===== src/rtl/mps_pkg.sv =====
`timescale 1ns / 1ps
// shared types, codes and constants for the multi-rate poll scheduler
// no dependencies; imported by every rtl file of the block

package mps_pkg;

    localparam int MPS_MAX_ADDRESS   = 32;
    localparam int MPS_SLOTS_PER_ROW = 4;
    localparam int ROW_COUNT         = 7;
    localparam int ROW_W             = 3;
    localparam int SLOT_BYTES        = 4;
    localparam int CFG_W             = 32;
    localparam int CFG_INDEX_W       = 3;
    localparam int ADDR_W            = 8;
    localparam int DEV_W             = 6;
    localparam int COUNT_W           = 6;
    localparam int TICK_W            = 10;

    // row periods in ticks, row 0 runs on every tick
    localparam int ROW1_PERIOD = 2;
    localparam int ROW2_PERIOD = 6;
    localparam int ROW3_PERIOD = 12;
    localparam int ROW4_PERIOD = 60;
    localparam int ROW5_PERIOD = 120;
    localparam int ROW6_PERIOD = 600;

    // rows followed by an extra action
    localparam logic [ROW_W-1:0] ROW_CMD  = 3'd4;
    localparam logic [ROW_W-1:0] ROW_PLUG = 3'd5;
    localparam logic [ROW_W-1:0] ROW_SCAN = 3'd6;
    localparam logic [ROW_W-1:0] ROW_LAST = 3'd6;

    typedef enum logic [1:0] {
        FUNC_TICK    = 2'd0,
        FUNC_PRESENT = 2'd1,
        FUNC_ABSENT  = 2'd2,
        FUNC_NEXT    = 2'd3
    } mps_func_t;

    typedef enum logic [2:0] {
        KIND_POLL = 3'd0,
        KIND_CMD  = 3'd1,
        KIND_PLUG = 3'd2,
        KIND_SCAN = 3'd3,
        KIND_NEXT = 3'd4,
        KIND_NONE = 3'd5
    } mps_kind_t;

    typedef enum logic [2:0] {
        ST_IDLE,
        ST_SLOT,
        ST_TAIL,
        ST_SEEK,
        ST_FLUSH
    } mps_state_t;

    typedef struct packed {
        mps_func_t         func;
        logic [ADDR_W-1:0] addr;
    } mps_in_t;

    typedef struct packed {
        mps_kind_t          kind;
        logic [DEV_W-1:0]   device;
        logic               cmd_slot;
        logic [COUNT_W-1:0] device_count;
        logic               last;
    } mps_out_t;

    // presence update from the sequencer
    typedef struct packed {
        logic              en;
        logic              set;
        logic [ADDR_W-1:0] addr;
    } mps_mark_t;

    // answer of the shared address probe
    typedef struct packed {
        logic in_range;
        logic hit;
    } mps_probe_t;

    typedef logic [ROW_COUNT-1:0][CFG_W-1:0] row_bank_t;

endpackage


===== src/rtl/mps_presence.sv =====
`timescale 1ns / 1ps
// presence bitmap, device count and the shared address probe
// depends on mps_pkg

module mps_presence #(
    parameter int MAX_ADDRESS = mps_pkg::MPS_MAX_ADDRESS
) (
    input  logic                            clk,
    input  logic                            rst_n,
    input  mps_pkg::mps_mark_t              mark,
    input  logic [mps_pkg::ADDR_W-1:0]      probe_addr,
    output mps_pkg::mps_probe_t             probe,
    output logic [mps_pkg::COUNT_W-1:0]     present_count
);
    import mps_pkg::*;

    localparam int AW = $clog2(MAX_ADDRESS + 1);

    logic [MAX_ADDRESS:0] map_reg;
    logic [MAX_ADDRESS:0] map_next;
    logic [COUNT_W-1:0]   count_reg;
    logic [COUNT_W-1:0]   count_next;
    logic                 mark_in_range;
    logic                 mark_bit;
    logic [AW-1:0]        mark_idx;
    logic [AW-1:0]        probe_idx;

    assign mark_idx      = mark.addr[AW-1:0];
    assign mark_in_range = (mark.addr != '0) && (mark.addr <= ADDR_W'(MAX_ADDRESS));
    assign mark_bit      = map_reg[mark_idx];

    // address 0 and anything above the top address never count as present
    assign probe_idx      = probe_addr[AW-1:0];
    assign probe.in_range = (probe_addr != '0) && (probe_addr <= ADDR_W'(MAX_ADDRESS));
    assign probe.hit      = probe.in_range && map_reg[probe_idx];

    always_comb
    begin
        map_next   = map_reg;
        count_next = count_reg;
        if (mark.en && mark_in_range)
        begin
            if (mark.set && !mark_bit)
            begin
                map_next[mark_idx] = 1'b1;
                count_next         = count_reg + COUNT_W'(1);
            end
            else if (!mark.set && mark_bit)
            begin
                map_next[mark_idx] = 1'b0;
                count_next         = count_reg - COUNT_W'(1);
            end
        end
    end

    always_ff @(posedge clk or negedge rst_n)
    begin
        if (!rst_n)
        begin
            map_reg   <= '0;
            count_reg <= '0;
        end
        else
        begin
            map_reg   <= map_next;
            count_reg <= count_next;
        end
    end

    assign present_count = count_reg;

endmodule


===== src/rtl/mps_seq.sv =====
`timescale 1ns / 1ps
// sequencer: walks the rate table and the presence search through the shared probe,
// holds tick counters, cursor, one pending result and the output register
// depends on mps_pkg

module mps_seq #(
    parameter int MAX_ADDRESS   = mps_pkg::MPS_MAX_ADDRESS,
    parameter int SLOTS_PER_ROW = mps_pkg::MPS_SLOTS_PER_ROW
) (
    input  logic                            clk,
    input  logic                            rst_n,
    input  logic                            in_valid,
    output logic                            in_stall,
    input  mps_pkg::mps_in_t                in_data,
    output logic                            out_valid,
    input  logic                            out_stall,
    output mps_pkg::mps_out_t               out_data,
    input  mps_pkg::row_bank_t              row_slots,
    input  logic [mps_pkg::COUNT_W-1:0]     present_count,
    output mps_pkg::mps_mark_t              mark,
    output logic [mps_pkg::ADDR_W-1:0]      probe_addr,
    input  mps_pkg::mps_probe_t             probe
);
    import mps_pkg::*;

    localparam int AW     = $clog2(MAX_ADDRESS + 1);
    localparam int SLOT_W = (SLOTS_PER_ROW > 1) ? $clog2(SLOTS_PER_ROW) : 1;
    localparam int R1_W   = $clog2(ROW1_PERIOD);
    localparam int R2_W   = $clog2(ROW2_PERIOD);
    localparam int R3_W   = $clog2(ROW3_PERIOD);
    localparam int R4_W   = $clog2(ROW4_PERIOD);
    localparam int R5_W   = $clog2(ROW5_PERIOD);

    // after the longest row fires the count restarts at two
    localparam int RESTART = 2;
    localparam logic [R1_W-1:0] R1_RESTART = R1_W'(RESTART % ROW1_PERIOD);
    localparam logic [R2_W-1:0] R2_RESTART = R2_W'(RESTART % ROW2_PERIOD);
    localparam logic [R3_W-1:0] R3_RESTART = R3_W'(RESTART % ROW3_PERIOD);
    localparam logic [R4_W-1:0] R4_RESTART = R4_W'(RESTART % ROW4_PERIOD);
    localparam logic [R5_W-1:0] R5_RESTART = R5_W'(RESTART % ROW5_PERIOD);

    mps_state_t         state_reg, state_next;
    logic [ROW_W-1:0]   row_reg, row_next;
    logic [SLOT_W-1:0]  slot_reg, slot_next;
    logic [AW-1:0]      pos_reg, pos_next;
    logic [AW-1:0]      cursor_reg, cursor_next;
    logic               toggle_reg, toggle_next;
    logic [TICK_W-1:0]  tick_reg, tick_next;
    logic [R1_W-1:0]    r1_reg, r1_next;
    logic [R2_W-1:0]    r2_reg, r2_next;
    logic [R3_W-1:0]    r3_reg, r3_next;
    logic [R4_W-1:0]    r4_reg, r4_next;
    logic [R5_W-1:0]    r5_reg, r5_next;
    logic               pend_valid_reg, pend_valid_next;
    mps_out_t           pend_reg, pend_next;
    logic               out_valid_reg, out_valid_next;
    mps_out_t           out_reg, out_next;

    logic [ROW_COUNT-1:0] fire;
    logic [CFG_W-1:0]     sel_row;
    logic [ADDR_W-1:0]    slot_byte;
    logic                 out_free;
    logic                 emit_ok;
    logic                 emit_en;
    mps_out_t             emit_data;
    logic                 flush_en;
    logic                 tick_end;
    logic                 slot_done;

    assign fire[0] = 1'b1;
    assign fire[1] = (r1_reg == '0);
    assign fire[2] = (r2_reg == '0);
    assign fire[3] = (r3_reg == '0);
    assign fire[4] = (r4_reg == '0);
    assign fire[5] = (r5_reg == '0);
    assign fire[6] = (tick_reg == '0) || (tick_reg == TICK_W'(ROW6_PERIOD));

    assign sel_row = row_slots[row_reg];

    // slots past the fourth byte read as zero and end the row
    always_comb
    begin
        slot_byte = '0;
        for (int j = 0; j < SLOT_BYTES; j++)
        begin
            if (int'(slot_reg) == j)
            begin
                slot_byte = sel_row[8*j +: 8];
            end
        end
    end

    assign probe_addr = (state_reg == ST_SEEK) ? ADDR_W'(pos_reg) : slot_byte;
    assign slot_done  = (slot_reg == SLOT_W'(SLOTS_PER_ROW - 1));

    assign out_free = !out_valid_reg || !out_stall;
    assign emit_ok  = !pend_valid_reg || out_free;
    assign in_stall = (state_reg != ST_IDLE);

    always_comb
    begin
        state_next  = state_reg;
        row_next    = row_reg;
        slot_next   = slot_reg;
        pos_next    = pos_reg;
        cursor_next = cursor_reg;
        toggle_next = toggle_reg;
        emit_en     = 1'b0;
        emit_data   = '{kind: KIND_POLL, device: '0, cmd_slot: 1'b0,
                        device_count: present_count, last: 1'b0};
        flush_en    = 1'b0;
        tick_end    = 1'b0;
        mark        = '0;

        unique case (state_reg)
            ST_IDLE:
            begin
                if (in_valid)
                begin
                    unique case (in_data.func)
                        FUNC_PRESENT, FUNC_ABSENT:
                        begin
                            mark.en   = 1'b1;
                            mark.set  = (in_data.func == FUNC_PRESENT);
                            mark.addr = in_data.addr;
                        end
                        FUNC_NEXT:
                        begin
                            if (present_count == '0)
                            begin
                                emit_en        = 1'b1;
                                emit_data.kind = KIND_NONE;
                                state_next     = ST_FLUSH;
                            end
                            else
                            begin
                                pos_next   = (cursor_reg > AW'(MAX_ADDRESS)) ? '0 : cursor_reg;
                                state_next = ST_SEEK;
                            end
                        end
                        FUNC_TICK:
                        begin
                            row_next   = '0;
                            slot_next  = '0;
                            state_next = ST_SLOT;
                        end
                        default: ;
                    endcase
                end
            end

            ST_SEEK:
            begin
                // a present device exists, so the wrapping search always ends
                if (probe.hit)
                begin
                    emit_en          = 1'b1;
                    emit_data.kind   = KIND_NEXT;
                    emit_data.device = DEV_W'(pos_reg);
                    cursor_next      = (pos_reg == AW'(MAX_ADDRESS)) ? '0 : pos_reg + AW'(1);
                    state_next       = ST_FLUSH;
                end
                else
                begin
                    pos_next = (pos_reg >= AW'(MAX_ADDRESS)) ? '0 : pos_reg + AW'(1);
                end
            end

            ST_SLOT:
            begin
                if (!fire[row_reg])
                begin
                    if (row_reg == ROW_LAST)
                    begin
                        tick_end   = 1'b1;
                        state_next = ST_FLUSH;
                    end
                    else
                    begin
                        row_next  = row_reg + ROW_W'(1);
                        slot_next = '0;
                    end
                end
                else if (!probe.in_range)
                begin
                    state_next = ST_TAIL;
                end
                else if (!probe.hit || emit_ok)
                begin
                    if (probe.hit)
                    begin
                        emit_en          = 1'b1;
                        emit_data.kind   = KIND_POLL;
                        emit_data.device = DEV_W'(slot_byte);
                    end
                    if (slot_done)
                    begin
                        state_next = ST_TAIL;
                    end
                    else
                    begin
                        slot_next = slot_reg + SLOT_W'(1);
                    end
                end
            end

            ST_TAIL:
            begin
                if (emit_ok || !(row_reg == ROW_CMD || row_reg == ROW_PLUG || row_reg == ROW_SCAN))
                begin
                    if (row_reg == ROW_CMD)
                    begin
                        toggle_next        = ~toggle_reg;
                        emit_en            = 1'b1;
                        emit_data.kind     = KIND_CMD;
                        emit_data.cmd_slot = ~toggle_reg;
                    end
                    else if (row_reg == ROW_PLUG)
                    begin
                        emit_en        = 1'b1;
                        emit_data.kind = KIND_PLUG;
                    end
                    else if (row_reg == ROW_SCAN)
                    begin
                        emit_en        = 1'b1;
                        emit_data.kind = KIND_SCAN;
                    end

                    if (row_reg == ROW_LAST)
                    begin
                        tick_end   = 1'b1;
                        state_next = ST_FLUSH;
                    end
                    else
                    begin
                        row_next   = row_reg + ROW_W'(1);
                        slot_next  = '0;
                        state_next = ST_SLOT;
                    end
                end
            end

            ST_FLUSH:
            begin
                if (!pend_valid_reg)
                begin
                    state_next = ST_IDLE;
                end
                else if (out_free)
                begin
                    flush_en   = 1'b1;
                    state_next = ST_IDLE;
                end
            end

            default:
            begin
                state_next = ST_IDLE;
            end
        endcase
    end

    // tick counter and its residues move once per tick
    always_comb
    begin
        tick_next = tick_reg;
        r1_next   = r1_reg;
        r2_next   = r2_reg;
        r3_next   = r3_reg;
        r4_next   = r4_reg;
        r5_next   = r5_reg;
        if (tick_end)
        begin
            if (fire[6])
            begin
                tick_next = TICK_W'(RESTART);
                r1_next   = R1_RESTART;
                r2_next   = R2_RESTART;
                r3_next   = R3_RESTART;
                r4_next   = R4_RESTART;
                r5_next   = R5_RESTART;
            end
            else
            begin
                tick_next = tick_reg + TICK_W'(1);
                r1_next   = (r1_reg == R1_W'(ROW1_PERIOD - 1)) ? '0 : r1_reg + R1_W'(1);
                r2_next   = (r2_reg == R2_W'(ROW2_PERIOD - 1)) ? '0 : r2_reg + R2_W'(1);
                r3_next   = (r3_reg == R3_W'(ROW3_PERIOD - 1)) ? '0 : r3_reg + R3_W'(1);
                r4_next   = (r4_reg == R4_W'(ROW4_PERIOD - 1)) ? '0 : r4_reg + R4_W'(1);
                r5_next   = (r5_reg == R5_W'(ROW5_PERIOD - 1)) ? '0 : r5_reg + R5_W'(1);
            end
        end
    end

    // one result is held back so the final beat can carry last
    always_comb
    begin
        pend_valid_next = pend_valid_reg;
        pend_next       = pend_reg;
        out_valid_next  = out_valid_reg && out_stall;
        out_next        = out_reg;
        if (emit_en)
        begin
            if (pend_valid_reg)
            begin
                out_valid_next = 1'b1;
                out_next       = pend_reg;
            end
            pend_valid_next = 1'b1;
            pend_next       = emit_data;
        end
        if (flush_en)
        begin
            out_valid_next  = 1'b1;
            out_next        = pend_reg;
            out_next.last   = 1'b1;
            pend_valid_next = 1'b0;
        end
    end

    always_ff @(posedge clk or negedge rst_n)
    begin
        if (!rst_n)
        begin
            state_reg      <= ST_IDLE;
            row_reg        <= '0;
            slot_reg       <= '0;
            pos_reg        <= '0;
            cursor_reg     <= '0;
            toggle_reg     <= 1'b0;
            tick_reg       <= '0;
            r1_reg         <= '0;
            r2_reg         <= '0;
            r3_reg         <= '0;
            r4_reg         <= '0;
            r5_reg         <= '0;
            pend_valid_reg <= 1'b0;
            out_valid_reg  <= 1'b0;
        end
        else
        begin
            state_reg      <= state_next;
            row_reg        <= row_next;
            slot_reg       <= slot_next;
            pos_reg        <= pos_next;
            cursor_reg     <= cursor_next;
            toggle_reg     <= toggle_next;
            tick_reg       <= tick_next;
            r1_reg         <= r1_next;
            r2_reg         <= r2_next;
            r3_reg         <= r3_next;
            r4_reg         <= r4_next;
            r5_reg         <= r5_next;
            pend_valid_reg <= pend_valid_next;
            out_valid_reg  <= out_valid_next;
        end
    end

    always_ff @(posedge clk)
    begin
        pend_reg <= pend_next;
        out_reg  <= out_next;
    end

    assign out_valid = out_valid_reg;
    assign out_data  = out_reg;

endmodule


===== src/rtl/multirate_poll_scheduler_core.sv =====
`timescale 1ns / 1ps
// multi-rate poll scheduler: presence updates give no beat
// a next request probes one address a cycle and gives its one beat; a tick walks one slot
// a cycle while the output does not stall
// a beat shows in the cycle after the next result is found; the final one, marked last,
// is sent from the flush state once the output is free
// one item at a time; reset clears bitmap, count, tick counter, cursor, toggle and rows

module multirate_poll_scheduler_core #(
    parameter int MAX_ADDRESS   = mps_pkg::MPS_MAX_ADDRESS,
    parameter int SLOTS_PER_ROW = mps_pkg::MPS_SLOTS_PER_ROW
) (
    input  logic                              clk,
    input  logic                              rst_n,
    input  logic                              in_valid,
    output logic                              in_stall,
    input  mps_pkg::mps_in_t                  in_data,
    output logic                              out_valid,
    input  logic                              out_stall,
    output mps_pkg::mps_out_t                 out_data,
    input  logic                              cfg_we,
    input  logic [mps_pkg::CFG_INDEX_W-1:0]   cfg_index,
    input  logic [mps_pkg::CFG_W-1:0]         cfg_data
);
    import mps_pkg::*;

    row_bank_t           row_slots_reg;
    mps_mark_t           mark;
    mps_probe_t          probe;
    logic [ADDR_W-1:0]   probe_addr;
    logic [COUNT_W-1:0]  present_count;

    always_ff @(posedge clk or negedge rst_n)
    begin
        if (!rst_n)
        begin
            row_slots_reg <= '0;
        end
        else if (cfg_we && (cfg_index < CFG_INDEX_W'(ROW_COUNT)))
        begin
            row_slots_reg[cfg_index] <= cfg_data;
        end
    end

    mps_presence #(
        .MAX_ADDRESS (MAX_ADDRESS)
    ) u_presence (
        .clk           (clk),
        .rst_n         (rst_n),
        .mark          (mark),
        .probe_addr    (probe_addr),
        .probe         (probe),
        .present_count (present_count)
    );

    mps_seq #(
        .MAX_ADDRESS   (MAX_ADDRESS),
        .SLOTS_PER_ROW (SLOTS_PER_ROW)
    ) u_seq (
        .clk           (clk),
        .rst_n         (rst_n),
        .in_valid      (in_valid),
        .in_stall      (in_stall),
        .in_data       (in_data),
        .out_valid     (out_valid),
        .out_stall     (out_stall),
        .out_data      (out_data),
        .row_slots     (row_slots_reg),
        .present_count (present_count),
        .mark          (mark),
        .probe_addr    (probe_addr),
        .probe         (probe)
    );

endmodule


===== config.mk =====
export PLATFORM = sky130hd
export DESIGN_NAME = multirate_poll_scheduler_core
export DESIGN_NICKNAME = d
export VERILOG_FILES = /design/src/rtl/mps_pkg.sv /design/src/rtl/mps_presence.sv /design/src/rtl/mps_seq.sv /design/src/rtl/multirate_poll_scheduler_core.sv
export SDC_FILE = /design/constraint.sdc
export NUM_CORES = 1
export LEC_CHECK = 0
export BUFFER_PORTS_ARGS = -buffer_cell sky130_fd_sc_hd__buf_2
export CORE_MARGIN = 1.5
export CORE_UTILIZATION = 40
export CTS_BUF_LIST = sky130_fd_sc_hd__clkbuf_8
export DETAILED_ROUTE_END_ITERATION = 12
export PLACE_DENSITY_LB_ADDON = 0.1
export SYNTH_ARGS = -nofsm -noshare
export SYNTH_HDL_FRONTEND = slang
export SYNTH_HIERARCHICAL = 1
export SYNTH_SLANG_ARGS = --single-unit

===== constraint.sdc =====
create_clock -name clk -period 6.8 [get_ports clk]
set_input_delay 1.36 -clock clk [delete_from_list [all_inputs] [get_ports clk]]
set_output_delay 1.36 -clock clk [all_outputs]
set_load 0.05 [all_outputs]

# Word level (Yosys, flattened, before mapping)

Index checks and enable logic that the tools add are counted.

Register bits after elaboration: 350
Latch bits: 0
Bits in writable memories: 0
Bits in read-only memories: 0
Input bits: 50
Output and inout port bits: 19
Word-level logic and storage cells: 259
Memories: 0

Add/subtract/negate cells: 11
Multipliers: 0
Div/mod/pow operators: 0
$lt $le $gt $ge: 11
Equality and inequality tests: 36
Shift operators: 0
Muxes and demuxes: 113
Bitwise operators: 5
Reduce and logical (&&, ||, !) cells: 51

Operator list:

| cell                  | number |
|---|---|
| $bwmux W224           | 1 |
| $bmux W32 S3          | 1 |
| $demux W32 S3         | 1 |
| $mux W3               | 25 |
| $mux W6               | 12 |
| $mux W33              | 2 |
| $mux W32              | 2 |
| $mux W17              | 3 |
| $mux W10              | 4 |
| $mux W8               | 5 |
| $mux W9               | 4 |
| $and A33 B33 Y33      | 1 |
| $not A33 Y33          | 1 |
| $or A33 B33 Y33       | 1 |
| $mux W1               | 27 |
| $pmux W6 S2           | 2 |
| $add A6 B1 Y6 const B | 3 |
| $mux W2               | 9 |
| $le A8 B6 Y1 const B  | 2 |
| $reduce_bool A8 Y1    | 2 |
| $eq A3 B3 Y1 const B  | 5 |
| $ne A3 B3 Y1 const B  | 5 |
| $pmux W3 S5           | 1 |
| $lt A6 B7 Y1 const B  | 2 |
| other kinds (55)      | 106 |

# Depth between registers and ports, before layout

Gate-level depths: netlist of run 1.

Depth in word-level cells: 18
Depth in mapped cells: 22
Gate-level depth less buffers: 18

# Hierarchy

Netlist of run 1, hierarchy kept.

Modules (own cells, without submodules):

| module                        | times used | cells an instance | area each (µm²) | seq. area each (µm²) |
|---|---|---|---|---|
| multirate_poll_scheduler_core | 1          | 483               | 8,389.3         | 5,605.4 |
| mps_seq                       | 1          | 680               | 6,602.6         | 2,332.2 |
| mps_presence                  | 1          | 260               | 2,602.5         | 975.9 |

# Worst setup path before layout of run 1

OpenSTA, ideal clock, no wires.

Kind: input to register
Start point: input port in_data[9] (netlist bit)
End point: register u_presence.count_reg[5] (netlist: u_presence/present_count[5])
Setup time: 0.079 ns
Arrival: 5.344 ns
Required time: 6.721 ns
Slack: 1.377 ns
Stages on the path: 21
Path buffers: 4
Cell sequence: inv_1 -> ha_1 -> and3_1 -> clkbuf_1 -> and2_1 -> buf_2 -> mux2_2 -> a221o_1 -> a22oi_1 -> o2bb2ai_1 -> a211oi_1 -> ha_1 -> inv_1 -> clkbuf_1 -> clkbuf_1 -> ha_1 -> a211oi_1 -> o21bai_1 -> a21oi_1 -> mux2i_1 -> xor2_1

RTL lines:

| item                   | RTL line                            | RTL |
|---|---|---|
| start: declaration     | multirate_poll_scheduler_core.sv:17 | `input mps_pkg::mps_in_t in_data,` |
| end signal: assignment | mps_presence.sv:66                  | `count_reg <= count_next;` |
| end: declaration       | mps_presence.sv:21                  | `logic [COUNT_W-1:0] count_reg;` |

==> impl_metrics.ini, run 1 <==
[logic_synthesis]
ys_seq_area_share_pct = 50.66
ys_warn_count = 6
async_flop_share_pct = 90.57
synth-seq-cells = 350
syn_avg_cell_area_um2 = 12.36
syn-num-nets = 1500
ys_types = 79
ys.flop_type = dfrtp_1
synthesis.area_um2 = 17590
synthCells = 1423
synth_edf_count = 32

[place]
place_area_um2 = 18500
gp_congestion = 0.8305
dp_slack_ps = 576.9
dp_hpwl_mm = 27.38
io_buffers = 68
dp_cells = 2012

[sta]
setup_viol = 0
setup_ws_ps = 954.7
worst_pin_slew_ps = 1230
timing.hold.ws_ps = 420.0
finalSetupTns_ps = 0
period_needed_ps = 5845
fin_skew_ps = 23.61
slew_violations = 0
hold_viol = 0
maxSlewHeadroom_pct = 18.00
post-route-period-util_pct = 85.96
max_freq_mhz = 171.1
rsz0062_at_grt = no

[setup_path]
critPathTopFamily = compound AO/OA/AOI/OAI gates
critPathSlowestCell = ha_1
slowest_delay_ps = 500
worstRegToRegCells = 19
crit_start = u_seq/slot_reg[0]
r2r-start = u_seq/slot_reg[0]
crit_chain = inv_1 -> ha_1 -> nand2b_1 -> a221oi_1 -> o32a_1 -> a211oi_1 -> a21oi_1 -> a21oi_1 -> nor2b_1 -> a22oi_1 -> nand3_1 -> nand4_1 -> a22o_1 -> nand2_1 -> buf_4 -> nand2_1 -> a41o_1 -> a211o_1 -> and2_1
cp.required_ps = 7060
path_max_fanout = 17
cp-end-kind = flop
criticalPathCategory = reg2reg
cp_num_cells = 19
critPathArrivalTime_ps = 6110
critical_path.startpoint_type = flop
timing.critical_path.buf_inv = 2

[detailed_routing]
drtIter0Drc = 780
wl_per_cell_um = 20.49
routed_wl_mm = 43.57
drc = 0
firstDrtPassIters = 5
ant_nets = 0
viasPerCell = 5.571
vias = 11840

[power]
total_power_mw = 7.460
power_density_nw_per_um2 = 376.5
p_leak_nw = 8.299
ir_drop_mv = 0.1622

[final_layout]
fin_area_um2 = 19820
drive_gt1_share_pct = 30.13
largest_reg_flops = 224
final_util_pct = 45.80
syn_to_final_growth_pct = 12.62
mostFrequentLayoutCells = dfrtp_1 (315), mux2_2 (214), clkbuf_8 (84)
fin_nets = 1572
mostFrequentLayoutCell = dfrtp_1
layout.cells.non_filler = 2126
fillCellCount = 4051

[global_routing]
first_global_vias = 12180
grt_max_degree = 137
antenna_found_initial = 4
grt_pass1_wl_mm = 70.15
track_usage_pct = 20.05
grt.overflow.total = 0

[clock_network]
clk_pin_slew_ps = 60
insertion_delay_ps = 620
hold_buffers = 0
clock_path_buffers = 3
cts_made_buffers = 66
cts_resized = 0
clock-sinks = 350
post-cts-setup-buffer-count = 0
h-tree-depth = 3
cts_root_buf = clkbuf_8
cts_tree = built

[run]
cap_violations = 0

[hold_path]
hold_path_depth = 0
hp-class = reg2reg

[floorplan]
io_pins = 69
die_w_um = 212.7
die_h_um = 212.7
fp.coreArea_um2 = 43270
start_util_pct = 40.67
die-area_um2 = 45250
fp-row-count = 76

[status]
status = finished, final reports clean
synthesized netlist by cell type (all sizes together) (7+ instances only):
master / instances / area share, %
a211oi: 9 / 0.38
a21oi: 39 / 1.1
a221o: 16 / 0.91
a221oi: 23 / 1.1
a22oi: 9 / 0.38
and2: 13 / 0.46
and3: 33 / 1.2
buf: 59 / 1.9
clkbuf: 33 / 0.71
dfrtp: 317 / 45
edfxtp: 32 / 5.5
ha: 26 / 1.8
inv: 33 / 0.70
mux2: 272 / 18
mux2i: 40 / 2.3
mux4: 28 / 3.6
nand2: 63 / 1.3
nand2b: 10 / 0.36
nand3: 29 / 0.91
nand3b: 8 / 0.34
nor2: 54 / 1.2
nor2b: 14 / 0.50
nor3: 16 / 0.46
nor4b: 7 / 0.52
o211ai: 9 / 0.38
o21ai: 86 / 2.5
o22ai: 7 / 0.25
o31ai: 27 / 1.2
xnor2: 8 / 0.40
final timing paths:
kind	to	slack [ps]
hold / removal	flop	420
min in group asynchronous	u_seq/tick_reg[3]	770
max in group asynchronous	row_slots_reg[66]	4790
hold reg to reg	flop	420
setup / recovery	u_seq/out_data[2]	950
setup reg to reg	u_seq/out_data[2]	950
cell type report:
class,count,area (µm²),share of cell area (%)
clock buffer,84,1156,5.834
timing repair buffer,96,573.1,2.892
clock inverter,29,161.4,0.8145
tap,585,732.0,3.694
sequential,350,8919,45.01
inverter,33,123.9,0.6251
antenna,1,2.502,0.01263
multi-input combinational,948,8148,41.12
layer usage:
metal,GRT usage (%),vias up,wire length [µm]
met5,0,-,39
met4,5.796,6,974
met3,4.383,78,1935
met2,30.73,236,19700
met1,28.51,6033,20930
li1,-,5491,-
power by group:
part	internal [mW]	switching (mW)
Combinational	1.10	1.47
Clock	1.14	0.892
Sequential	2.55	0.300
Total	4.79	2.67
kinds of logic after synthesis:
group / synth area share [%]
and+or+nand+nor: 9.017
DFF: 50.66
buffers and inverters: 3.335
muxes: 23.40
adders and majority gates: 1.963
xor gates and xnor gates: 0.6969
AOI/OAI and AO/OA: 10.93
Note: power is estimated with default switching activity, not from simulation.
==> run 2, diff against run 1 <==
==> constraint.sdc (replaced) <==
create_clock -name clk -period 6.8 [get_ports clk]
set_input_delay 1.02 -clock clk [delete_from_list [all_inputs] [get_ports clk]]
set_output_delay 1.02 -clock clk [all_outputs]
set_load 0.05 [all_outputs]
==> impl_metrics.ini, run 2 (synthesis gave the netlist of run 1 again) <==
[status]
status = finished, final reports clean

[clock_network]
post-cts-setup-buffer-count = 0
clock_path_buffers = 3
cts_tree = built
clk_pin_slew_ps = 60
insertion_delay_ps = 670
h-tree-depth = 2
cts_root_buf = clkbuf_8
clock-sinks = 350
hold_buffers = 0
cts_made_buffers = 61
cts_resized = 0

[setup_path]
r2r-start = u_seq/slot_reg[1]
rrSetupSlack_ps = 840
path_max_fanout = 17
reg2reg_to = u_seq/out_data[9]
worstRegToRegCells = 17
criticalPathCategory = reg2reg
cp-end-kind = flop
critical_path.startpoint_type = flop
critPathArrivalTime_ps = 6270
cp.required_ps = 7110

[floorplan]
fp-row-count = 76
die_w_um = 212.7
io_pins = 69
start_util_pct = 40.67
die-area_um2 = 45250
fp.coreArea_um2 = 43270
die_h_um = 212.7

[detailed_routing]
firstDrtPassIters = 7
drtIter0Drc = 649
routed_wl_mm = 43.88
ant_nets = 0
vias = 11880
wl_per_cell_um = 20.72
viasPerCell = 5.609
drc = 0

[final_layout]
fin_nets = 1565
drive_gt1_share_pct = 30.20
multi_input_area_um2 = 8148
mostFrequentLayoutCell = dfrtp_1
syn_to_final_growth_pct = 12.05
mostFrequentLayoutCells = dfrtp_1 (315), mux2_2 (214), o21ai_0 (83)
largest_reg_flops = 224
layout.cells.non_filler = 2118
n_antenna_cell = 0
fillCellCount = 4057
final-seq-area_um2 = 8919

[sta]
rsz0062_at_grt = no
worst_pin_slew_ps = 1195
hold_viol = 0
maxSlewHeadroom_pct = 20.35
period_needed_ps = 5960
setup_viol = 0
max_freq_mhz = 167.8
post-route-period-util_pct = 87.65
finalSetupTns_ps = 0
slew_violations = 0
fin_skew_ps = 36.44

[place]
dp_hpwl_mm = 27.52
io_buffers = 68
gp_congestion = 0.8355
dp_cells = 2010

[global_routing]
grt.overflow.total = 0
track_usage_pct = 20.05
first_global_vias = 12090
grt_max_degree = 170
grt_pass1_wl_mm = 70.30
antenna_found_initial = 4

[power]
p_leak_nw = 8.239
ir_drop_mv = 0.1519
power_density_nw_per_um2 = 373.6

[run]
cap_violations = 0

[hold_path]
hp-class = in2async
==> run 2: cell types whose count changed in the layout (fill, tap and decap cells not counted), sizes merged <==
cell / delta
buf: -2
bufinv: +1
clkbuf: -10
clkinv: +15
clkinvlp: -2
diode: -1
inv: -9
==> run 2: per-stage QoR <==
| stage | hold slack [ps] | utilization (%) | setup slack, ps | area, µm² | power, mW |
|---|---|---|---|---|---|
| after CTS | 358.4 | 45.57 | 820.3 | 19720 | 7.448 |
| after global placement | 432.9 | 42.71 | 804.3 | 18480 | 5.396 |
| after detailed placement | 418.2 | 42.71 | 840.6 | 18480 | 5.442 |
| after global routing | 397.4 | 45.57 | 320.4 | 19720 | 7.834 |
| final | 381.3 | 45.57 | 839.6 | 19720 | 7.365 |
| after floorplan | 447.2 | - | 1717 | 17590 | 4.674 |
==> run 2: report_power, final <==
group	switching, mW	internal, mW	total, mW
Sequential	0.330	2.55	2.88
Combinational	1.42	1.10	2.52
Clock	0.904	1.06	1.96
==> run 2: layer usage <==
layer  vias to the layer above  track usage (%)  share of wire (%)
met3                        70            4.133                4.6
met4                         8            5.331                1.9
met2                       229            30.93                 45
met5                         -                0               0.10
met1                      6104            28.68                 48
li1                       5469                -                  -
==> run 2: how the worst max path moves through the flow <==
stage,slack [ps],to,start
2_1_floorplan,1720,u_presence/present_count[5],in_data[9]
3_3_place_gp,800,u_presence/present_count[5],in_data[8]
3_5_place_dp,840,u_presence/present_count[5],in_data[9]
4_1_cts,820,u_seq/out_data[12],u_seq/row_reg[0]
5_1_grt,320,u_seq/out_data[15],u_seq/row_reg[0]
6_report,840,u_seq/out_data[9],u_seq/slot_reg[1]
==> run 2: critical path, stage by stage, from the launching register on <==
cell and delay [ps]:
dfrtp_1 400, inv_1 110, ha_1 480, nand2b_1 210, nor2b_1 500, o32a_1 290, a211oi_1 90, a21oi_1 300
a21oi_1 230, nor2_1 340, nor4b_1 540, nor4_1 110, a22o_1 330, nand2_1 390, nand2_1 150, a41o_1 270
a211o_1 440, and2_1 440
==> run 2: layout make-up <==
class / count / share of cell area, %
Tap cell: 585 / 3.713
Timing Repair Buffer: 94 / 2.830
Inverter: 33 / 0.6283
Clock inverter: 34 / 1.098
Clock buffer: 74 / 5.166
Sequential cell: 350 / 45.24
Multi-Input combinational cell: 948 / 41.33
==> run 3, diff against run 2 <==
Settings changed: PLACE_DENSITY_LB_ADDON 0.1 to 0.2.
==> impl_metrics.ini, run 3 (synthesis gave the netlist of run 1 again) <==
[final_layout]
largest_reg_flops = 224
layout.cells.non_filler = 2127
drive_gt1_share_pct = 29.55
mostFrequentLayoutCell = dfrtp_1
syn_to_final_growth_pct = 12.41
mostFrequentLayoutCells = dfrtp_1 (315), mux2_2 (214), o21ai_0 (83)
fin_nets = 1567
final_util_pct = 45.71

[floorplan]
io_pins = 69
die_w_um = 212.7
die_h_um = 212.7
fp-row-count = 76
die-area_um2 = 45250
fp.coreArea_um2 = 43270
start_util_pct = 40.67

[detailed_routing]
drtIter0Drc = 743
routed_wl_mm = 42.88
vias = 11860
drc = 0
viasPerCell = 5.575
wl_per_cell_um = 20.16
ant_nets = 0
firstDrtPassIters = 5

[setup_path]
r2r-start = u_seq/row_reg[1]
cp-end-kind = flop
cp.required_ps = 7050
worstRegToRegCells = 16
critPathArrivalTime_ps = 6000
criticalPathCategory = reg2reg
reg2reg_to = u_seq/out_data[1]
critical_path.startpoint_type = flop
path_max_fanout = 31
rrSetupSlack_ps = 1050

[clock_network]
cts_resized = 0
hold_buffers = 0
insertion_delay_ps = 610
cts_root_buf = clkbuf_8
clock-sinks = 350
clk_pin_slew_ps = 60
cts_made_buffers = 66
h-tree-depth = 3
post-cts-setup-buffer-count = 0
cts_tree = built
clock_path_buffers = 3

[sta]
timing.hold.ws_ps = 327.2
max_freq_mhz = 174.0
post-route-period-util_pct = 84.51
finalSetupTns_ps = 0
period_needed_ps = 5746
setup_viol = 0
maxSlewHeadroom_pct = 24.14
slew_violations = 0
rsz0062_at_grt = no
fin_skew_ps = 33.13
hold_viol = 0
worst_pin_slew_ps = 1138

[power]
ir_drop_mv = 0.1774
p_leak_nw = 8.297
power_density_nw_per_um2 = 374.3

[global_routing]
antenna_found_initial = 6
grt_use_met2_pct = 29.63
track_usage_pct = 19.73
first_global_vias = 12240
use_met3_pct = 4.192
grt_max_degree = 192
grt_pass1_wl_mm = 69.31
grt_util_met1_pct = 28.21
grt_busiest_layer = met2
grt.overflow.total = 0

[place]
io_buffers = 68
dp_hpwl_mm = 27.11
gp_congestion = 0.8528
dp_cells = 2007

[status]
status = finished, final reports clean

[run]
cap_violations = 0

[hold_path]
hp-class = in2async
run 3: critical path: stages (launching register included):
cell	delay (ps)
dfrtp_4	720
buf_4	310
mux2_2	360
a221oi_1	230
a221o_1	210
a211oi_1	130
a21oi_1	250
a21oi_1	210
nor2_1	350
nor4b_1	520
nor4_1	90
a22o_1	320
nand2_1	400
nand2_1	130
a41o_1	260
a211o_1	420
and2_1	440
run 3: worst max path at each step:
stage / start / to / slack [ps] / cells past startpoint
3_3_place_gp: in_data[8] / u_presence/present_count[5] / 1040 / 18
3_5_place_dp: in_data[8] / u_presence/present_count[5] / 840 / 18
4_1_cts: u_seq/row_reg[1] / u_seq/out_data[1] / 1140 / 16
6_report: u_seq/row_reg[1] / u_seq/out_data[1] / 1050 / 16
5_1_grt: u_seq/row_reg[1] / u_seq/out_data[4] / 630 / 17
2_1_floorplan: in_data[9] / u_presence/present_count[5] / 1720 / 21
run 3: metrics by stage:
stage | instance area (µm²) | setup slack, ps | total power, mW
floorplan | 17590 | 1717 | 4.674
global placement | 18470 | 1043 | 5.352
detailed placement | 18470 | 843.1 | 5.415
CTS | 19770 | 1136 | 7.473
global route | 19770 | 628.4 | 7.873
finish | 19780 | 1054 | 7.403
run 3: per-layer routing:
layer  part of all wire (%)  vias up
li1                       -     5475
met1                     48     6024
met2                     45      275
met3                    5.2       76
met4                    2.3        8
met5                   0.12        -
run 3: area by class of cell:
cell class / instances / area, µm²
antenna: 2 / 5.005
clock buffer: 75 / 1032
clock inverter: 43 / 270.3
fill: 3996 / 23490
inverter: 33 / 123.9
multi-input combinational: 948 / 8148
sequential: 350 / 8919
tap: 585 / 732.0
timing repair buffer: 91 / 548.0
run 3: where the power goes:
part / internal (mW) / switching [mW] / leakage, nW
combinational: 1.10 / 1.44 / 3.38
clock: 1.12 / 0.886 / 0.765
sequential: 2.55 / 0.299 / 4.15
total: 4.77 / 2.63 / 8.30
